**src/jsu_pkg.sv**
```systemverilog
// Shared types, character codes and helper functions for the JSON string unescaper.
// No dependencies; imported by every module of the block.
package jsu_pkg;

  localparam int unsigned MaxResults = 6;

  // Characters of interest in the source text
  localparam logic [7:0] CH_QUOTE  = 8'h22;
  localparam logic [7:0] CH_BSLASH = 8'h5C;
  localparam logic [7:0] CH_B      = 8'h62;
  localparam logic [7:0] CH_F      = 8'h66;
  localparam logic [7:0] CH_N      = 8'h6E;
  localparam logic [7:0] CH_R      = 8'h72;
  localparam logic [7:0] CH_T      = 8'h74;
  localparam logic [7:0] CH_U      = 8'h75;

  // Control codes produced by the simple escapes
  localparam logic [7:0] CODE_BS = 8'h08;
  localparam logic [7:0] CODE_FF = 8'h0C;
  localparam logic [7:0] CODE_LF = 8'h0A;
  localparam logic [7:0] CODE_CR = 8'h0D;
  localparam logic [7:0] CODE_HT = 8'h09;

  // UTF-16 surrogate ranges and the replacement character
  localparam logic [15:0] HIGH_SUR_LO = 16'hD800;
  localparam logic [15:0] HIGH_SUR_HI = 16'hDBFF;
  localparam logic [15:0] LOW_SUR_LO  = 16'hDC00;
  localparam logic [15:0] LOW_SUR_HI  = 16'hDFFF;
  localparam logic [20:0] SUPP_BASE   = 21'h10000;
  localparam logic [20:0] REPL_CHAR   = 21'h00FFFD;
  localparam logic [7:0]  REPL_B0     = 8'hEF;
  localparam logic [7:0]  REPL_B1     = 8'hBF;
  localparam logic [7:0]  REPL_B2     = 8'hBD;

  typedef enum logic [1:0] {
    KIND_BYTE = 2'd0,
    KIND_DONE = 2'd1,
    KIND_ERR  = 2'd2
  } kind_e;

  typedef enum logic [2:0] {
    MODE_IDLE    = 3'd0,
    MODE_STR     = 3'd1,
    MODE_ESC     = 3'd2,
    MODE_HEX     = 3'd3,
    MODE_HIGH    = 3'd4,
    MODE_HIGH_BS = 3'd5,
    MODE_LOW     = 3'd6
  } mode_e;

  typedef enum logic [2:0] {
    MAIN_NONE,
    MAIN_BYTE,
    MAIN_CP,
    MAIN_DONE,
    MAIN_ERR
  } main_e;

  typedef struct packed {
    mode_e       mode;
    logic [1:0]  hex_cnt;
    logic [15:0] first_unit;
    logic [15:0] second_unit;
  } dec_state_t;

  typedef struct packed {
    logic [7:0] data;
    kind_e      kind;
  } res_item_t;

  typedef struct packed {
    res_item_t [MaxResults-1:0] item;
    logic [2:0]                 count;
  } res_list_t;

  typedef struct packed {
    logic       ok;
    logic [3:0] val;
  } hex_t;

  typedef struct packed {
    logic [3:0][7:0] b;
    logic [2:0]      len;
  } utf8_t;

  function automatic hex_t hex_value(input logic [7:0] c);
    hex_t r;
    r = '0;
    if (c inside {[8'h30:8'h39]}) begin
      r.ok  = 1'b1;
      r.val = c[3:0];
    end else if (c inside {[8'h61:8'h66], [8'h41:8'h46]}) begin
      r.ok  = 1'b1;
      r.val = 4'(c[2:0] + 3'd1) + 4'd8;
    end
    return r;
  endfunction

  function automatic utf8_t utf8_encode(input logic [20:0] cp);
    utf8_t r;
    r = '0;
    if (cp <= 21'h7F) begin
      r.len  = 3'd1;
      r.b[0] = cp[7:0];
    end else if (cp <= 21'h7FF) begin
      r.len  = 3'd2;
      r.b[0] = {3'b110, cp[10:6]};
      r.b[1] = {2'b10, cp[5:0]};
    end else if (cp <= 21'hFFFF) begin
      r.len  = 3'd3;
      r.b[0] = {4'b1110, cp[15:12]};
      r.b[1] = {2'b10, cp[11:6]};
      r.b[2] = {2'b10, cp[5:0]};
    end else begin
      r.len  = 3'd4;
      r.b[0] = {5'b11110, cp[20:18]};
      r.b[1] = {2'b10, cp[17:12]};
      r.b[2] = {2'b10, cp[11:6]};
      r.b[3] = {2'b10, cp[5:0]};
    end
    return r;
  endfunction

endpackage

```
**src/json_string_unescape_utf8.sv**
```systemverilog
// Top level of the JSON string unescaper with UTF-8 output.
// Instantiates jsu_decode and jsu_result_buf; depends on jsu_pkg.
//
// Usage:
//   Input channel (in_valid_i / in_ready_o) carries one source byte per word, with
//   start_req_i marking the opening quote of a new string and text_end_i the last byte
//   of the text. Output channel (out_valid_o / out_ready_i) carries one result per word:
//   a UTF-8 value byte (kind 0), string complete (kind 1) or error (kind 2); last_o
//   flags the final result caused by a given source byte. A byte may cause no result.
//   The first result of a byte is offered after the byte has passed through the input
//   register and been decoded into the result buffer.
//   Throughput: one byte per cycle while each byte gives at most one result and
//   out_ready_i stays high; a byte giving n results holds the result buffer until
//   all n are taken (up to six for a failed surrogate pair followed by a three-byte
//   character). The single result buffer, drained one word a cycle, sets that figure.
//   Reset: asynchronous, active low; returns the decoder to idle and empties both the
//   input register and the result buffer.
//   Stall: while out_ready_i is low the current result holds; one more byte may wait in
//   the input register, after which in_ready_o drops until the buffer drains.
module json_string_unescape_utf8 import jsu_pkg::*; (
  input  logic       clk_i,
  input  logic       rst_ni,
  input  logic       in_valid_i,
  output logic       in_ready_o,
  input  logic [7:0] data_byte_i,
  input  logic       start_req_i,
  input  logic       text_end_i,
  output logic       out_valid_o,
  input  logic       out_ready_i,
  output logic [7:0] out_byte_o,
  output logic [1:0] kind_o,
  output logic       last_o
);

  // Input register
  logic       s1_valid_q;
  logic [7:0] s1_byte_q;
  logic       s1_start_q;
  logic       s1_end_q;

  // Decoder state
  dec_state_t st_q, st_d;

  res_list_t  list;
  logic       list_ready;
  logic       load;

  // The decoder consumes the registered byte when the buffer can take its results
  assign load       = s1_valid_q && list_ready;
  assign in_ready_o = !s1_valid_q || load;

  always_ff @(posedge clk_i or negedge rst_ni) begin
    if (!rst_ni) begin
      s1_valid_q <= 1'b0;
    end else if (in_valid_i && in_ready_o) begin
      s1_valid_q <= 1'b1;
    end else if (load) begin
      s1_valid_q <= 1'b0;
    end
  end

  // Hold the payload until the decoder takes it
  always_ff @(posedge clk_i) begin
    if (in_valid_i && in_ready_o) begin
      s1_byte_q  <= data_byte_i;
      s1_start_q <= start_req_i;
      s1_end_q   <= text_end_i;
    end
  end

  jsu_decode u_decode (
    .st_i        (st_q),
    .data_byte_i (s1_byte_q),
    .start_req_i (s1_start_q),
    .text_end_i  (s1_end_q),
    .st_o        (st_d),
    .res_o       (list)
  );

  // Advance the decoder state only when its results are committed to the buffer
  always_ff @(posedge clk_i or negedge rst_ni) begin
    if (!rst_ni) begin
      st_q <= '{mode: MODE_IDLE, hex_cnt: '0, first_unit: '0, second_unit: '0};
    end else if (load) begin
      st_q <= st_d;
    end
  end

  jsu_result_buf u_result_buf (
    .clk_i        (clk_i),
    .rst_ni       (rst_ni),
    .list_valid_i (s1_valid_q),
    .list_i       (list),
    .list_ready_o (list_ready),
    .out_valid_o  (out_valid_o),
    .out_ready_i  (out_ready_i),
    .out_byte_o   (out_byte_o),
    .kind_o       (kind_o),
    .last_o       (last_o)
  );

endmodule

```
**src/jsu_decode.sv**
```systemverilog
// Next-state and result-list logic for one source byte of the unescaper.
// Purely combinational; depends on jsu_pkg.
module jsu_decode import jsu_pkg::*; (
  input  dec_state_t st_i,
  input  logic [7:0] data_byte_i,
  input  logic       start_req_i,
  input  logic       text_end_i,
  output dec_state_t st_o,
  output res_list_t  res_o
);

  hex_t             hex;
  logic [15:0]      acc_first;
  logic [15:0]      acc_second;
  logic [15:0]      unit;
  logic             unit_high;
  logic             unit_low;
  logic [20:0]      pair_cp;
  main_e            str_main;
  mode_e            str_mode;
  main_e            esc_main;
  mode_e            esc_mode;
  logic [7:0]       esc_byte;
  logic             pre;
  main_e            main;
  logic [7:0]       main_byte;
  logic [20:0]      main_cp;
  utf8_t            enc;
  res_item_t [3:0]  main_item;
  logic [2:0]       main_len;

  assign hex        = hex_value(data_byte_i);
  assign acc_first  = {st_i.first_unit[11:0], hex.val};
  assign acc_second = {st_i.second_unit[11:0], hex.val};
  assign unit       = (st_i.mode == MODE_LOW) ? acc_second : acc_first;
  assign unit_high  = (unit >= HIGH_SUR_LO) && (unit <= HIGH_SUR_HI);
  assign unit_low   = (unit >= LOW_SUR_LO) && (unit <= LOW_SUR_HI);
  assign pair_cp    = SUPP_BASE + {1'b0, st_i.first_unit[9:0], acc_second[9:0]};

  // Plain string byte
  always_comb begin
    if (data_byte_i == CH_QUOTE) begin
      str_main = MAIN_DONE;
      str_mode = MODE_IDLE;
    end else if (data_byte_i == CH_BSLASH) begin
      str_main = MAIN_NONE;
      str_mode = MODE_ESC;
    end else begin
      str_main = MAIN_BYTE;
      str_mode = MODE_STR;
    end
  end

  // Byte after a backslash
  always_comb begin
    esc_main = MAIN_BYTE;
    esc_mode = MODE_STR;
    esc_byte = data_byte_i;
    case (data_byte_i)
      CH_B: esc_byte = CODE_BS;
      CH_F: esc_byte = CODE_FF;
      CH_N: esc_byte = CODE_LF;
      CH_R: esc_byte = CODE_CR;
      CH_T: esc_byte = CODE_HT;
      CH_U: begin
        esc_main = MAIN_NONE;
        esc_mode = MODE_HEX;
      end
      default: ;
    endcase
  end

  always_comb begin
    st_o      = st_i;
    pre       = 1'b0;
    main      = MAIN_NONE;
    main_byte = data_byte_i;
    main_cp   = '0;
    if (start_req_i) begin
      st_o.hex_cnt     = '0;
      st_o.first_unit  = '0;
      st_o.second_unit = '0;
      if (data_byte_i == CH_QUOTE) begin
        st_o.mode = MODE_STR;
      end else begin
        main      = MAIN_ERR;
        st_o.mode = MODE_IDLE;
      end
    end else begin
      case (st_i.mode)
        MODE_IDLE: ;
        MODE_STR: begin
          main      = str_main;
          st_o.mode = str_mode;
        end
        MODE_ESC: begin
          main      = esc_main;
          main_byte = esc_byte;
          st_o.mode = esc_mode;
          if (esc_mode == MODE_HEX) begin
            st_o.hex_cnt    = '0;
            st_o.first_unit = '0;
          end
        end
        MODE_HEX: begin
          if (!hex.ok) begin
            main         = MAIN_ERR;
            st_o.mode    = MODE_IDLE;
            st_o.hex_cnt = '0;
          end else begin
            st_o.first_unit = acc_first;
            if (st_i.hex_cnt == 2'd3) begin
              st_o.hex_cnt = '0;
              if (unit_high) begin
                st_o.mode = MODE_HIGH;
              end else begin
                main      = MAIN_CP;
                main_cp   = unit_low ? REPL_CHAR : {5'b0, unit};
                st_o.mode = MODE_STR;
              end
            end else begin
              st_o.hex_cnt = st_i.hex_cnt + 2'd1;
            end
          end
        end
        MODE_HIGH: begin
          if (data_byte_i == CH_BSLASH) begin
            st_o.mode = MODE_HIGH_BS;
          end else begin
            pre       = 1'b1;
            main      = str_main;
            st_o.mode = str_mode;
          end
        end
        MODE_HIGH_BS: begin
          if (data_byte_i == CH_U) begin
            st_o.mode        = MODE_LOW;
            st_o.hex_cnt     = '0;
            st_o.second_unit = '0;
          end else begin
            pre       = 1'b1;
            main      = esc_main;
            main_byte = esc_byte;
            st_o.mode = esc_mode;
          end
        end
        MODE_LOW: begin
          if (!hex.ok) begin
            main         = MAIN_ERR;
            st_o.mode    = MODE_IDLE;
            st_o.hex_cnt = '0;
          end else begin
            st_o.second_unit = acc_second;
            if (st_i.hex_cnt == 2'd3) begin
              st_o.hex_cnt = '0;
              if (unit_low) begin
                main      = MAIN_CP;
                main_cp   = pair_cp;
                st_o.mode = MODE_STR;
              end else begin
                // Not a partner: replace the pending high, then retake the value
                pre = 1'b1;
                if (unit_high) begin
                  st_o.first_unit = unit;
                  st_o.mode       = MODE_HIGH;
                end else begin
                  main      = MAIN_CP;
                  main_cp   = {5'b0, unit};
                  st_o.mode = MODE_STR;
                end
              end
            end else begin
              st_o.hex_cnt = st_i.hex_cnt + 2'd1;
            end
          end
        end
        default: st_o.mode = MODE_IDLE;
      endcase
    end

    // End of text with the string still open: drop everything, report error
    if (text_end_i && (st_o.mode != MODE_IDLE)) begin
      pre          = 1'b0;
      main         = MAIN_ERR;
      st_o.mode    = MODE_IDLE;
      st_o.hex_cnt = '0;
    end
  end

  assign enc = utf8_encode(main_cp);

  always_comb begin
    main_item = '0;
    main_len  = '0;
    for (int i = 0; i < 4; i++) begin
      main_item[i].kind = KIND_BYTE;
    end
    case (main)
      MAIN_NONE: ;
      MAIN_BYTE: begin
        main_item[0].data = main_byte;
        main_len          = 3'd1;
      end
      MAIN_DONE: begin
        main_item[0].kind = KIND_DONE;
        main_len          = 3'd1;
      end
      MAIN_ERR: begin
        main_item[0].kind = KIND_ERR;
        main_len          = 3'd1;
      end
      MAIN_CP: begin
        for (int i = 0; i < 4; i++) begin
          main_item[i].data = enc.b[i];
        end
        main_len = enc.len;
      end
      default: ;
    endcase
  end

  // Pack the optional replacement prefix ahead of the main bytes
  always_comb begin
    res_o = '0;
    for (int i = 0; i < MaxResults; i++) begin
      res_o.item[i].kind = KIND_BYTE;
    end
    if (pre) begin
      res_o.item[0].data = REPL_B0;
      res_o.item[1].data = REPL_B1;
      res_o.item[2].data = REPL_B2;
      for (int i = 0; i < 3; i++) begin
        res_o.item[i+3] = main_item[i];
      end
      res_o.count = main_len + 3'd3;
    end else begin
      for (int i = 0; i < 4; i++) begin
        res_o.item[i] = main_item[i];
      end
      res_o.count = main_len;
    end
  end

endmodule

```
**src/jsu_result_buf.sv**
```systemverilog
// Result buffer: holds one source byte's words; hands out one a cycle unless stalled.
// Depends on jsu_pkg.
module jsu_result_buf import jsu_pkg::*; (
  input  logic       clk_i,
  input  logic       rst_ni,
  input  logic       list_valid_i,
  input  res_list_t  list_i,
  output logic       list_ready_o,
  output logic       out_valid_o,
  input  logic       out_ready_i,
  output logic [7:0] out_byte_o,
  output logic [1:0] kind_o,
  output logic       last_o
);

  res_item_t [MaxResults-1:0] items_q;
  logic [2:0]                 rd_q, rd_d;
  logic [2:0]                 cnt_q, cnt_d;
  logic                       load;
  logic                       take;

  assign out_valid_o  = (rd_q != cnt_q);
  assign last_o       = ((rd_q + 3'd1) == cnt_q);
  assign out_byte_o   = items_q[rd_q].data;
  assign kind_o       = items_q[rd_q].kind;
  assign take         = out_valid_o && out_ready_i;
  assign list_ready_o = !out_valid_o || (take && last_o);
  assign load         = list_valid_i && list_ready_o;

  always_comb begin
    rd_d  = rd_q;
    cnt_d = cnt_q;
    if (load) begin
      rd_d  = '0;
      cnt_d = list_i.count;
    end else if (take) begin
      if (last_o) begin
        rd_d  = '0;
        cnt_d = '0;
      end else begin
        rd_d = rd_q + 3'd1;
      end
    end
  end

  always_ff @(posedge clk_i or negedge rst_ni) begin
    if (!rst_ni) begin
      rd_q  <= '0;
      cnt_q <= '0;
    end else begin
      rd_q  <= rd_d;
      cnt_q <= cnt_d;
    end
  end

  always_ff @(posedge clk_i) begin
    if (load) begin
      items_q <= list_i.item;
    end
  end

endmodule

```
**config.mk**
```make
export PLATFORM = sky130hd
export DESIGN_NAME = json_string_unescape_utf8
export DESIGN_NICKNAME = d
export VERILOG_FILES = /design/src/jsu_pkg.sv /design/src/json_string_unescape_utf8.sv /design/src/jsu_decode.sv /design/src/jsu_result_buf.sv
export SDC_FILE = /design/constraint.sdc
export NUM_CORES = 1
export LEC_CHECK = 0
export ABC_AREA = 1
export BUFFER_PORTS_ARGS = -buffer_cell sky130_fd_sc_hd__buf_2
export CORE_ASPECT_RATIO = 0.9
export CORE_MARGIN = 2
export CORE_UTILIZATION = 35
export DETAILED_ROUTE_END_ITERATION = 8
export GPL_TIMING_DRIVEN = 0
export SLEW_MARGIN = 20
export SYNTH_ARGS = -nofsm -noshare
export SYNTH_HDL_FRONTEND = slang
export SYNTH_HIERARCHICAL = 1
export SYNTH_SLANG_ARGS = --single-unit
```
**constraint.sdc**
```tcl
create_clock -name clk_i -period 4.2 [get_ports clk_i]
set_input_delay 0.42 -clock clk_i [delete_from_list [all_inputs] [get_ports clk_i]]
set_output_delay 0.42 -clock clk_i [all_outputs]
set_load 0.02 [all_outputs]
```
Word level (Yosys, flattened, before mapping) --
Index checks and enable logic that the tools add are counted.
Word-level totals: bits of input ports 14, logic and storage cells 190, flip-flop bits (word level) 102, output and inout port bits 13
Operators by class: equality and inequality tests 31, $add $sub $neg 6, reductions and logical operators 28, $lt $le $gt $ge 14, multiplexer cells 91
Operators with widths (count):
- $mux 21 | 7
- $mux 16 | 9
- $mux 3 | 23
- $eq 8x7->1 const B | 7
- $mux 8 | 6
- $pmux 16 s3 | 1
- $pmux 21 s2 | 1
- $pmux 8 s5 | 1
- $mux 37 | 1
- $mux 18 | 2
- $ge 16x16->1 const B | 2
- $le 16x16->1 const B | 2
- $mux 32 | 1
- $pmux 16 s2 | 1
- $pmux 8 s2 | 2
- $bmux 10 s3 | 1
- $mux 25 | 1
- $mux 5 | 5
- $mux 24 | 1
- $add 17x20->21 const A | 1
- $le 21x11->1 const B | 1
- $le 21x16->1 const B | 1
- $le 21x7->1 const B | 1
- $pmux 3 s7 | 1
- 42 further kinds | 91

Logic depth before layout (Yosys ltp) --
depth after elaboration 23, mapped depth 25, mapped depth without buffers 23

Cells and area by module --
Netlist, hierarchy kept.
By module, submodules not included:
- jsu_decode | seq. area each 0.0 µm², area each 3659.8 µm², instances 1, cells an instance 743
- jsu_result_buf | seq. area each 1951.9 µm², area each 2723.9 µm², instances 1, cells an instance 227
- json_string_unescape_utf8 | seq. area each 1251.2 µm², area each 1806.7 µm², instances 1, cells an instance 176

Worst setup path before layout --
Ideal clock, no wire load.
path type reg-to-reg, start point reg s1_byte_q[0], end point reg u_result_buf.cnt_q[1], arrival time 2.972 ns, data required time 4.135 ns, setup slack 1.162 ns, cell stages (with the launch flop) 25, setup time 0.065 ns, path buffers 1, period minus slack after synthesis 3.038 ns, path through edfxtp_1 inv_1 ha_1 nand2_1 nand2_1 nand3_2 nand2_2 nand3_1 nor2_2 nand2_1 nand2_1 nand2_1 nand2_1 inv_2 nand3_4 buf_6 nor2_8 nor2_1 nand2_1 nand2_1 inv_1 ha_1 o21ai_0 nand3_1 nand2_1
RTL lines:
- start, declared | line json_string_unescape_utf8.sv:37 | logic [7:0] s1_byte_q;
- start signal, assigned | line json_string_unescape_utf8.sv:65 | s1_byte_q <= data_byte_i;
- end signal, assigned | line jsu_result_buf.sv:52 | cnt_q <= cnt_d;
- end, declared | line jsu_result_buf.sv:18 | logic [2:0] cnt_q, cnt_d;

==> flow_metrics.tcl <==
set metrics [dict create \
    clockRootBuffer "clkbuf_16" \
    cts_hold_buf 0 \
    drive_gt1_frac 0.128 \
    met1_usage 0.307 \
    final_cell_area_um2 8570 \
    fill_cells 2293 \
    startpoint_type "register" \
    max_slew_margin 0.437 \
    cp.arrival_ps 4030 \
    synth_area_per_cell_um2 7.13 \
    core_um2 21600 \
    crit_chain "inv_1 -> ha_1 -> nand2_1 -> nand2_1 -> nand3_2 -> nand2_2 -> buf_2 -> nand3_1 -> o221ai_1 -> o21ai_0 -> nand2_1 -> nand2_2 -> o221ai_1 -> nor2_1 -> nand2_1 -> inv_1 -> ha_1 -> o21ai_0 -> nand3_1 -> nand2_1" \
    final_util 0.396 \
    port_buffers 26 \
    critPathTopFamily "simple AND/OR/NAND/NOR gates" \
    status "completed" \
    required_ps 4510 \
    syn_to_final_growth_pct 10.9 \
    start_util 0.357 \
    clock_sinks 106 \
    cts_tree "built" \
    postRouteAntennaNets 0 \
    cts.path.max_buffers 2 \
    ir_drop_mv 0.375 \
    clock_latency_ps 370 \
    htreeDepth 3 \
    drv_cap 0 \
    wl_um 23300 \
    grt_pass1_wl_um 37600 \
    grt_pass1_vias 6824 \
    cts_setup_buffers 0 \
    grt_max_degree 61 \
    grt_util_all_layers 0.204 \
    vias 7454 \
    setup_viol 0 \
    grt-ovfl-total 0 \
    hold_class "in2async" \
    synthCells 1083 \
    power_density_nw_per_um2 501 \
    dr.pass1.iters 5 \
    ios 27 \
    drc 0 \
    end_kind "register" \
    cp_slowest_cell "edfxtp_1" \
    timing.fmax_ghz 0.268 \
    dr.first_iter.drc_count 709 \
    numPlacedInstances 1412 \
    max_slew.worst_pin.slew_ps 845 \
    finalMaxSlewViolations 0 \
    place_area_um2 8270 \
    drt-wirelength-per-cell_um 16.3 \
    max_stage_delay_ps 520 \
    p_leak_nw 4.07 \
    setup_tns_ps 0 \
    rsz0062_at_grt "no" \
    skew_ps 6.61 \
    cp_max_fo 10 \
    seq_area_um2 3000 \
    place_hpwl_um 17800 \
    finalHoldViolations 0 \
    stdcell_count 1428 \
    antenna_found_initial 0 \
    num_antenna_cells 0 \
    syn_area_um2 7730 \
    busiest_layer "met1" \
    via_per_inst 5.22 \
    cts.clk_slew.worst_paths_ps 80 \
    fin_crit_sh 0.887 \
    numCtsBuffers 9 \
    critical_path_class "reg2reg" \
    path_buf_inv 3 \
    cts_resized 0 \
    die_y_um 145 \
    grt_use_met3 0.0309 \
    multi_input_area_um2 3960 \
    power.total_w 0.00429 \
    worst_path_most_repeated_cell "nand2_1" \
    rows 51 \
    dieArea_um2 23300 \
    use_met2 0.300 \
    synth_warnings 6 \
    place.gp.congestion 0.992 \
    nets 1155 \
    final.min_clock_period_ps 3730 \
    fp.dieW_um 161 \
]
==> power breakdown <==
group          internal [W]  switching [W]
registers           0.00159       0.000150
logic              0.000450        0.00123
clock network      0.000425       0.000451
==> sequential cells by signal, indices dropped and copies added, names as in the netlist <==
signal,count
s1_byte_q,8
s1_start_q,1
u_result_buf/rd_q,3
st_q,29
u_result_buf/items_q,60
s1_valid_q,1
s1_end_q,1
u_result_buf/cnt_q,3
==> worst paths after layout <==
check,start,to,slack [ps],cells past startpoint
min in group clk_i,start_req_i,s1_start_q$_DFFE_PP_,220,1
worst max-delay path,s1_byte_q[0]$_DFFE_PP_,u_result_buf/cnt_q[1]$_DFFE_PN0P_,470,20
worst min-delay path,rst_ni,st_q[26]$_DFFE_PN0P_,150,1
worst max register to register,s1_byte_q[0]$_DFFE_PP_,u_result_buf/cnt_q[1]$_DFFE_PN0P_,470,20
max in group asynchronous,rst_ni,u_result_buf/rd_q[1]$_DFFE_PN0P_,3510,1
worst min register to register,st_q[32]$_DFFE_PN0P_,st_q[32]$_DFFE_PN0P_,530,2
==> placed cells by master, fill, tap and decap left out, drive strengths merged, types with 3 or more instances in the layout <==
| master | instances |
|---|---|
| inv | 121 |
| nand2 | 322 |
| conb | 13 |
| a22oi | 3 |
| nor3 | 11 |
| or2 | 3 |
| a211oi | 3 |
| clkinv | 4 |
| nand4 | 9 |
| o21ai | 84 |
| nand3 | 107 |
| buf | 68 |
| o32ai | 10 |
| nor2 | 145 |
| o221ai | 10 |
| o211ai | 17 |
| clkbuf | 29 |
| a31oi | 3 |
| a21oi | 38 |
| xor2 | 4 |
| dfrtp | 36 |
| edfxtp | 70 |
| ha | 9 |
==> through the flow <==
stage,hold slack [ps],setup WS [ps]
floorplan,124,1160
global placement,508,496
detailed placement,514,507
CTS,190,457
global route,217,12.4
finish,146,475
==> final cells by class <==
type / count / area share
Timing Repair Buffer: 26 / 0.0152
Inverter: 119 / 0.0524
Multi-Input combinational cell: 808 / 0.462
Tap cell: 291 / 0.0425
Clock inverter: 7 / 0.00876
Buffer: 62 / 0.0419
Clock buffer: 9 / 0.0263
Sequential cell: 106 / 0.350
==> routing by layer <==
metal	routed length (um)	vias up	share of wire
met5	0	-	0
met4	444	0	0.019
met3	1740	35	0.075
met2	10000	311	0.43
met1	11100	3436	0.48
li1	-	3672	-
Note: power is estimated with default switching activity, not from simulation.
